File: src/bcas_pkg.sv
// Shared types and constants for the binary cellular automaton smoother.
`timescale 1ns / 1ps
`default_nettype none
package bcas_pkg;

  localparam int MAX_LINE  = 256;
  localparam int MAX_LINES = 256;

  localparam int COL_W     = $clog2(MAX_LINE);
  localparam int ROW_W     = $clog2(MAX_LINES + 2);
  localparam int SIZE_W    = 9;
  localparam int THR_W     = 4;
  localparam int CNT_W     = 4;
  localparam int CFG_IDX_W = 2;
  localparam int CFG_W     = 9;
  localparam int TDATA_W   = 8;

  localparam logic [SIZE_W-1:0] MIN_SIZE = SIZE_W'(3);

  typedef logic [2:0] column_t;

  // bit0 top, bit1 middle, bit2 bottom
  localparam column_t WALL_COLUMN = 3'b111;

  typedef enum logic [CFG_IDX_W-1:0] {
    REG_LINE_LENGTH    = 2'd0,
    REG_LINE_COUNT     = 2'd1,
    REG_WALL_KEEP_MIN  = 2'd2,
    REG_FLOOR_KEEP_MAX = 2'd3
  } cfg_reg_t;

  typedef struct packed {
    logic restart;
    logic advance;
    logic line_start;
  } cell_ctl_t;

endpackage
`default_nettype wire

File: src/binary_cellular_automaton_smoother.sv
// Top level of the binary cellular automaton smoother.
`timescale 1ns / 1ps
`default_nettype none
// One smoothing pass over a wall/floor raster fed in raster order, one cell per
// item, with one item accepted per clock when the output side keeps up. Each
// result leaves line_length+1 items after its cell; send line_length+1 flush
// items after the last cell to drain the frame, the last result carrying tlast.
// Edges count as wall. The two previous lines sit in a 256 x 2 line store that
// is read one column ahead, so the store port sets the one-cell-per-clock
// figure; the 3x3 window is a row of column cells shifting each item. Results
// appear on the output register in the cycle after the item is taken. Writing
// line_length or line_count restarts the frame; write registers only when idle.
// Config: index 0 line_length, 1 line_count, 2 wall_keep_min, 3 floor_keep_max.
module binary_cellular_automaton_smoother (
  input  wire logic                               clk,
  input  wire logic                               rst_n,
  input  wire logic                               in_tvalid,
  output logic                                    in_tready,
  input  wire logic [bcas_pkg::TDATA_W-1:0]       in_tdata,   // [0] wall_in
  input  wire logic                               in_tuser,   // [0] flush
  output logic                                    out_tvalid,
  input  wire logic                               out_tready,
  output logic      [bcas_pkg::TDATA_W-1:0]       out_tdata,  // [0] wall_out
  output logic                                    out_tlast,
  input  wire logic                               cfg_valid,
  output logic                                    cfg_ready,
  input  wire logic [bcas_pkg::CFG_IDX_W-1:0]     cfg_index,
  input  wire logic [bcas_pkg::CFG_W-1:0]         cfg_data
);

  localparam int COL_W  = bcas_pkg::COL_W;
  localparam int ROW_W  = bcas_pkg::ROW_W;
  localparam int SIZE_W = bcas_pkg::SIZE_W;
  localparam int THR_W  = bcas_pkg::THR_W;

  // configuration
  logic [SIZE_W-1:0] line_length_r, line_length_nxt;
  logic [SIZE_W-1:0] line_count_r, line_count_nxt;
  logic [THR_W-1:0]  wall_keep_min_r, wall_keep_min_nxt;
  logic [THR_W-1:0]  floor_keep_max_r, floor_keep_max_nxt;
  logic              cfg_fire;
  logic              size_write;

  // counters
  logic [COL_W-1:0]  column_count_r, column_count_nxt;
  logic [ROW_W-1:0]  row_count_r, row_count_nxt;
  logic [COL_W:0]    col_inc;
  logic [COL_W:0]    len_w;
  logic [ROW_W:0]    lines_w;
  logic [ROW_W:0]    lines_p1;
  logic              line_start;
  logic              frame_done;
  logic              in_fire;
  logic              wall_in;

  // line store and window
  logic [1:0]            store_q;
  logic [1:0]            store_wdata;
  logic                  store_we;
  bcas_pkg::column_t     col;
  bcas_pkg::column_t     cell0_q;
  bcas_pkg::column_t     cell1_q;
  bcas_pkg::cell_ctl_t   cell_ctl;
  logic [8:0]            win;
  logic                  emit;
  logic                  rule_wall;

  // output register
  logic out_valid_r, out_valid_nxt;
  logic out_wall_r, out_wall_nxt;
  logic out_last_r, out_last_nxt;

  assign cfg_ready = 1'b1;
  assign cfg_fire  = cfg_valid && cfg_ready;
  assign size_write = cfg_fire &&
                      ((bcas_pkg::cfg_reg_t'(cfg_index) == bcas_pkg::REG_LINE_LENGTH) ||
                       (bcas_pkg::cfg_reg_t'(cfg_index) == bcas_pkg::REG_LINE_COUNT));

  always_comb begin
    line_length_nxt    = line_length_r;
    line_count_nxt     = line_count_r;
    wall_keep_min_nxt  = wall_keep_min_r;
    floor_keep_max_nxt = floor_keep_max_r;
    if (cfg_fire) begin
      unique case (bcas_pkg::cfg_reg_t'(cfg_index))
        bcas_pkg::REG_LINE_LENGTH:    line_length_nxt    = cfg_data[SIZE_W-1:0];
        bcas_pkg::REG_LINE_COUNT:     line_count_nxt     = cfg_data[SIZE_W-1:0];
        bcas_pkg::REG_WALL_KEEP_MIN:  wall_keep_min_nxt  = cfg_data[THR_W-1:0];
        bcas_pkg::REG_FLOOR_KEEP_MAX: floor_keep_max_nxt = cfg_data[THR_W-1:0];
      endcase
    end
  end

  // clamped frame sizes
  always_comb begin
    if (line_length_r < bcas_pkg::MIN_SIZE) begin
      len_w = (COL_W+1)'(3);
    end else if (int'(line_length_r) > bcas_pkg::MAX_LINE) begin
      len_w = (COL_W+1)'(bcas_pkg::MAX_LINE);
    end else begin
      len_w = (COL_W+1)'(line_length_r);
    end
    if (line_count_r < bcas_pkg::MIN_SIZE) begin
      lines_w = (ROW_W+1)'(3);
    end else if (int'(line_count_r) > bcas_pkg::MAX_LINES) begin
      lines_w = (ROW_W+1)'(bcas_pkg::MAX_LINES);
    end else begin
      lines_w = (ROW_W+1)'(line_count_r);
    end
  end

  assign lines_p1   = lines_w + (ROW_W+1)'(1);
  assign in_tready  = !out_valid_r || out_tready;
  assign in_fire    = in_tvalid && in_tready;
  assign wall_in    = in_tdata[0];
  assign line_start = (column_count_r == '0);
  assign frame_done = ({1'b0, row_count_r} >= lines_p1);
  assign col_inc    = {1'b0, column_count_r} + (COL_W+1)'(1);

  always_comb begin
    column_count_nxt = column_count_r;
    row_count_nxt    = row_count_r;
    priority if (size_write) begin
      column_count_nxt = '0;
      row_count_nxt    = '0;
    end else if (in_fire) begin
      if (frame_done) begin
        column_count_nxt = '0;
        row_count_nxt    = '0;
      end else if (col_inc >= len_w) begin
        column_count_nxt = '0;
        row_count_nxt    = row_count_r + ROW_W'(1);
      end else begin
        column_count_nxt = col_inc[COL_W-1:0];
      end
    end
  end

  // store is read at the column of the next item, so store_q matches column_count_r
  assign store_we    = in_fire && ({1'b0, row_count_r} < lines_w);
  assign store_wdata = {store_q[0], wall_in};

  bcas_ram #(
    .WIDTH (2),
    .DEPTH (bcas_pkg::MAX_LINE)
  ) u_line_store (
    .clk   (clk),
    .we    (store_we),
    .waddr (column_count_r),
    .wdata (store_wdata),
    .raddr (column_count_nxt),
    .rdata (store_q)
  );

  always_comb begin
    col[0] = (row_count_r >= ROW_W'(2)) ? store_q[1] : 1'b1;
    col[1] = (row_count_r >= ROW_W'(1)) ? store_q[0] : 1'b1;
    col[2] = ({1'b0, row_count_r} < lines_w) ? wall_in : 1'b1;
  end

  // the oldest window column is only ever shifted out, so two cells carry the state
  assign cell_ctl.restart    = size_write || (in_fire && frame_done);
  assign cell_ctl.advance    = in_fire;
  assign cell_ctl.line_start = line_start;

  bcas_cell u_cell0 (
    .clk      (clk),
    .rst_n    (rst_n),
    .ctl      (cell_ctl),
    .shift_in (col),
    .fill_in  (col),
    .col_q    (cell0_q)
  );

  bcas_cell u_cell1 (
    .clk      (clk),
    .rst_n    (rst_n),
    .ctl      (cell_ctl),
    .shift_in (cell0_q),
    .fill_in  (bcas_pkg::WALL_COLUMN),
    .col_q    (cell1_q)
  );

  // at a line start the finished line is closed with a wall column on its right
  assign win  = line_start ? {bcas_pkg::WALL_COLUMN, cell0_q, cell1_q}
                           : {col, cell0_q, cell1_q};
  assign emit = line_start ? (row_count_r >= ROW_W'(2)) : (row_count_r >= ROW_W'(1));

  bcas_rule u_rule (
    .win            (win),
    .wall_keep_min  (wall_keep_min_r),
    .floor_keep_max (floor_keep_max_r),
    .wall           (rule_wall)
  );

  always_comb begin
    out_valid_nxt = out_valid_r;
    out_wall_nxt  = out_wall_r;
    out_last_nxt  = out_last_r;
    if (out_valid_r && out_tready) begin
      out_valid_nxt = 1'b0;
    end
    if (in_fire && emit) begin
      out_valid_nxt = 1'b1;
      out_wall_nxt  = rule_wall;
      out_last_nxt  = ({1'b0, row_count_r} == lines_p1);
    end
  end

  always_ff @(posedge clk) begin
    if (!rst_n) begin
      line_length_r    <= SIZE_W'(64);
      line_count_r     <= SIZE_W'(64);
      wall_keep_min_r  <= THR_W'(3);
      floor_keep_max_r <= THR_W'(4);
      column_count_r   <= '0;
      row_count_r      <= '0;
      out_valid_r      <= 1'b0;
    end else begin
      line_length_r    <= line_length_nxt;
      line_count_r     <= line_count_nxt;
      wall_keep_min_r  <= wall_keep_min_nxt;
      floor_keep_max_r <= floor_keep_max_nxt;
      column_count_r   <= column_count_nxt;
      row_count_r      <= row_count_nxt;
      out_valid_r      <= out_valid_nxt;
    end
  end

  always_ff @(posedge clk) begin
    out_wall_r <= out_wall_nxt;
    out_last_r <= out_last_nxt;
  end

  assign out_tvalid = out_valid_r;
  assign out_tdata  = {{(bcas_pkg::TDATA_W-1){1'b0}}, out_wall_r};
  assign out_tlast  = out_last_r;

`ifndef SYNTHESIS
  a_col_in_line: assert property (@(posedge clk) disable iff (!rst_n)
    {1'b0, column_count_r} < len_w)
    else $error("column count beyond line length");

  a_row_bound: assert property (@(posedge clk) disable iff (!rst_n)
    {1'b0, row_count_r} <= lines_p1)
    else $error("row count beyond drain line");

  a_frame_restart: assert property (@(posedge clk) disable iff (!rst_n)
    (in_fire && frame_done) |=> (row_count_r == '0 && column_count_r == '0))
    else $error("frame did not restart after its last item");

  a_emit_shown: assert property (@(posedge clk) disable iff (!rst_n)
    (in_fire && emit) |=> out_tvalid)
    else $error("result lost");
`endif

endmodule
`default_nettype wire

File: src/bcas_ram.sv
// Generic single write port RAM with registered read.
`timescale 1ns / 1ps
`default_nettype none
module bcas_ram #(
  parameter int WIDTH = 2,
  parameter int DEPTH = 256
) (
  input  wire logic                     clk,
  input  wire logic                     we,
  input  wire logic [$clog2(DEPTH)-1:0] waddr,
  input  wire logic [WIDTH-1:0]         wdata,
  input  wire logic [$clog2(DEPTH)-1:0] raddr,
  output logic      [WIDTH-1:0]         rdata
);

  logic [WIDTH-1:0] mem [DEPTH];

  always_ff @(posedge clk) begin
    if (we) begin
      mem[waddr] <= wdata;
    end
    rdata <= mem[raddr];
  end

endmodule
`default_nettype wire

File: src/bcas_cell.sv
// One window column cell: holds a 3-cell column and hands it on to its neighbour.
`timescale 1ns / 1ps
`default_nettype none
module bcas_cell (
  input  wire logic               clk,
  input  wire logic               rst_n,
  input  wire bcas_pkg::cell_ctl_t ctl,
  input  wire bcas_pkg::column_t   shift_in,
  input  wire bcas_pkg::column_t   fill_in,
  output bcas_pkg::column_t        col_q
);

  bcas_pkg::column_t col_r;
  bcas_pkg::column_t col_nxt;

  always_comb begin
    col_nxt = col_r;
    priority if (ctl.restart) begin
      col_nxt = '0;
    end else if (ctl.advance) begin
      col_nxt = ctl.line_start ? fill_in : shift_in;
    end
  end

  always_ff @(posedge clk) begin
    if (!rst_n) begin
      col_r <= '0;
    end else begin
      col_r <= col_nxt;
    end
  end

  assign col_q = col_r;

endmodule
`default_nettype wire

File: src/bcas_rule.sv
// Neighbour count and keep/flip rule for one 3x3 window.
`timescale 1ns / 1ps
`default_nettype none
module bcas_rule (
  input  wire logic [8:0]                 win,
  input  wire logic [bcas_pkg::THR_W-1:0] wall_keep_min,
  input  wire logic [bcas_pkg::THR_W-1:0] floor_keep_max,
  output logic                            wall
);

  logic [bcas_pkg::CNT_W-1:0] count;

  always_comb begin
    count = '0;
    for (int i = 0; i < 9; i++) begin
      if (i != 4) begin
        count = count + bcas_pkg::CNT_W'(win[i]);
      end
    end
  end

  assign wall = win[4] ? (count >= wall_keep_min) : (count > floor_keep_max);

endmodule
`default_nettype wire

File: config.mk
export PLATFORM = sky130hd
export DESIGN_NAME = binary_cellular_automaton_smoother
export DESIGN_NICKNAME = d
export VERILOG_FILES = /design/src/bcas_pkg.sv /design/src/binary_cellular_automaton_smoother.sv /design/src/bcas_ram.sv /design/src/bcas_cell.sv /design/src/bcas_rule.sv
export SDC_FILE = /design/constraint.sdc
export NUM_CORES = 1
export LEC_CHECK = 0
export ABC_AREA = 0
export BUFFER_PORTS_ARGS = -buffer_cell sky130_fd_sc_hd__buf_2
export CORE_ASPECT_RATIO = 1.75
export CORE_MARGIN = 8
export CORE_UTILIZATION = 40
export DETAILED_ROUTE_END_ITERATION = 12
export PLACE_DENSITY = 0.51
export SLEW_MARGIN = 5
export SYNTH_ARGS = -nofsm -noshare
export SYNTH_HDL_FRONTEND = slang
export SYNTH_HIERARCHICAL = 1
export SYNTH_SLANG_ARGS = --single-unit
File: constraint.sdc
create_clock -name clk -period 7.1 [get_ports clk]
set_clock_uncertainty 0.1 [all_clocks]
set_input_delay 0.71 -clock clk [delete_from_list [all_inputs] [get_ports clk]]
set_output_delay 0.71 -clock clk [all_outputs]
set_load 0.02 [all_outputs]
==> summary.txt <==
post-cts repair resize count -> 0
Tightest Pin Transition -> 1.03 ns
Min-Delay Path Class -> primary input to flip-flop
Starting Density -> 40.4%
Mapped Cells -> 1,704
vias in the first global route -> 15,600
worst hold endpoint -> line_length_r[6]$_SDFFE_PN1P_
Peak VDD IR -> 0.000261 V
Final Hold Violating Endpoints -> 0
CTS tree -> done
first-pass GRT wire length -> 99,200 um
commonest non-fill, non-tap cell in the layout -> edfxtp_1
post-synth top area share -> 61.3%
Core Box Area -> 62,200 um2
Max Cap Violations -> 0
Hold WS -> 0.272 ns
TritonCTS Buffers -> 50
hold path depth -> 3
Setup crit end kind -> flip-flop
CP Data Arrival Time -> 6.84 ns
via count -> 14,500
top_reg_cell synth -> edfxtp_1
Crit path max-delay family -> simple AND/OR/NAND/NOR gates
CP startpoint kind -> flip-flop
cell area power density -> 251 nW/um2
Root Buffer -> clkbuf_16
drt drc -> 0
number of synthesized flops with an enable pin -> 514
Iter 0 DRT Violations -> 976
share of post-route cells with drive strength above 1 -> 15.3%
Pre-antenna DRT Iters -> 5
row count -> 121
Netlist cell types -> 79
GP Congestion -> 0.821
Buffers & Inverters on Critical Path -> 1
pre-CTS setup slack -> 0.659 ns
wire per inst -> 26.1 um
Critical Path, Cell by Cell -> or4_1, nor3_1, nor2_1, nor2_1, ha_1, nand4_1, xnor2_1, o21ai_0, ha_1, nand4_1, a21oi_1, o311a_1, or2_1, o31ai_1, and2_4, buf_12, mux4_1, mux4_2, nand3_1, o21ai_0, o22ai_1, a211oi_2
hold_buf cts -> 0
reg2reg start -> line_count_r[4]$_SDFFE_PN0P_
Worst-Skew Late Latency -> 0.58 ns
final core occ -> 44.6%
largest net degree at the start of global routing -> 106
CP max stage cell -> mux4_1
YS warnings -> 6
maximum clock frequency -> 154 MHz
RSZ-0062 raised after global routing -> false
fill count -> 5,552
synthesized flop and latch total -> 566
IO Count -> 37
Final Worst Setup Slack -> 0.620 ns
Total Power -> 6.96 mW
R2R cell count -> 22
antenna violations before repair -> 0
Final ANT Viol Nets -> 0
Post-CTS Setup Inserts -> 0
Async SR Flop Fraction -> 0%
final WL -> 67,200 um
CP peak stage delay -> 0.62 ns
Synth Cell Area -> 25,200 um2
die area -> 71,500 um2
status -> finished clean
final setup TNS -> 0 ns
Yosys top cell by area -> edfxtp_1
Slew Limit Fails -> 0
CP Max Fanout -> 45
hpwl dp -> 45,200 um
Die X -> 206 um
overflow left after global routing -> 0
Final min period -> 6.48 ns
clk slew on worst S/H paths -> 0.07 ns
GRT Resource Usage Total -> 18.9%
CTS Sinks -> 566
Hold Crit Start -> cfg_data[6]
Vias/cell -> 5.62
die height -> 348 um
Static Leak -> 8.90 nW
Seq/Total Area, Yosys -> 65.5%
Reg2Reg Setup Slack -> 0.62 ns
Avg Cell Area, Syn -> 14.8 um2
number of buffers added on ports -> 20
P&R area growth vs syn -> 10.2%
largest cells by area after synthesis -> edfxtp_1 (61%), mux4_2 (7.3%), nor2_1 (4.5%)
Final Setup Violations -> 0
Inserted Diodes -> 0
period utilization -> 91.3%
final net count -> 1,809
# H-tree levels -> 2
clk buf depth -> 3
RR Endpoint -> u_line_store/rdata[0]$_DFF_P_
commonest non-fill, non-tap cells in the layout -> edfxtp_1 (514), nor2_1 (301), nand2_1 (86)
slew margin rel. -> 31.1%
critical path required time -> 7.46 ns
kind of critical path -> flip-flop to flip-flop
==> cell families after synthesis <==
family	after synthesis	synth area share, %
AO/OA/AOI/OAI	186	5.49
XOR/XNOR	21	0.731
buffers and inverters	157	3.54
AND/OR/NAND/NOR	537	9.37
flip-flops	566	65.5
adder cells (fa/ha/maj)	48	2.51
other	2	0.0298
multiplexers	187	12.9
==> synth_stat cells (all sizes together), types with 3 or more instances <==
cell type / n
edfxtp: 514
nor2: 302
mux4: 102
nand2: 87
mux2i: 76
clkbuf: 63
dfxtp: 52
nand3: 50
inv: 46
buf: 45
ha: 44
o21ai: 37
nor2b: 22
a211oi: 21
a21oi: 19
o221ai: 18
a21boi: 17
nand4: 16
nor3: 14
xnor2: 13
and2: 12
nand2b: 10
o22ai: 10
mux2: 9
a2111oi: 8
a22o: 8
xor2: 8
a221oi: 7
o2111ai: 5
o31ai: 5
a21o: 4
a22oi: 4
and3: 4
fa: 4
or2: 4
a31oi: 3
nand3b: 3
o211ai: 3
or4: 3
==> final cells by class <==
type / count / area (um2) / share of cell area (%)
Tap cell: 799 / 1000 / 3.61
Multi-Input combinational cell: 990 / 7880 / 28.4
Clock inverter: 28 / 235 / 0.848
Inverter: 48 / 180 / 0.650
Clock buffer: 62 / 1320 / 4.75
Timing Repair Buffer: 80 / 632 / 2.28
Sequential cell: 566 / 16500 / 59.4
==> where the power goes <==
part	switching (mW)	leakage (nW)	internal (mW)
Combinational	0.351	3.09	0.228
Clock	1.18	0.761	1.46
Sequential	0.0318	5.04	3.71
Total	1.56	8.90	5.39
==> through the flow <==
stage | instances | instance area [um2]
after CTS | 2573 | 27700
final | 2573 | 27700
after detailed placement | 2483 | 26200
after global routing | 2573 | 27700
after floorplan | 1713 | 25200
after global placement | 2483 | 26200
==> registers in the layout (all words and copies together), names as in the netlist <==
name	cells
wall_keep_min_r	4
floor_keep_max_r	4
row_count_r	9
line_count_r	9
line_length_r	9
out_wall_r	1
u_line_store/mem	512
out_tlast	1
u_line_store/rdata	2
column_count_r	8
u_cell1/col_q	3
out_tvalid	1
u_cell0/col_q	3
==> worst register-to-register path: stages, from the launching register on <==
cell and delay [ns]:
dfxtp_1 0.37, or4_1 0.54, nor3_1 0.36, nor2_1 0.09, nor2_1 0.19, ha_1 0.31
nand4_1 0.14, xnor2_1 0.15, o21ai_0 0.11, ha_1 0.30, nand4_1 0.11, a21oi_1 0.06
o311a_1 0.42, or2_1 0.29, o31ai_1 0.32, and2_4 0.29, buf_12 0.33, mux4_1 0.66
mux4_2 0.52, nand3_1 0.12, o21ai_0 0.29, o22ai_1 0.25, a211oi_2 0.05
==> routing by layer <==
| layer | vias to the layer above | track usage [%] | part of all wire [%] |
|---|---|---|---|
| met5 | - | 0 | 0 |
| met4 | 0 | 8.82 | 4.9 |
| met3 | 129 | 2.12 | 3.4 |
| met2 | 339 | 37.6 | 58 |
| met1 | 7459 | 18.9 | 34 |
| li1 | 6532 | - | - |
==> how the worst max path moves through the flow <==
stage	from	to	slack, ns	depth (start not counted)
finish	line_count_r[4]$_SDFFE_PN0P_	u_line_store/rdata[0]$_DFF_P_	0.62	22
detailed placement	line_count_r[4]$_SDFFE_PN0P_	u_line_store/rdata[1]$_DFF_P_	0.66	23
CTS	line_count_r[4]$_SDFFE_PN0P_	u_line_store/rdata[1]$_DFF_P_	0.62	23
floorplan	u_line_store/rdata[0]$_DFF_P_	out_wall_r$_DFFE_PP_	0.58	12
global placement	line_count_r[4]$_SDFFE_PN0P_	u_line_store/rdata[0]$_DFF_P_	0.62	22
global route	line_count_r[4]$_SDFFE_PN0P_	u_line_store/rdata[0]$_DFF_P_	0.34	22
(Power assumes the default switching activity.)
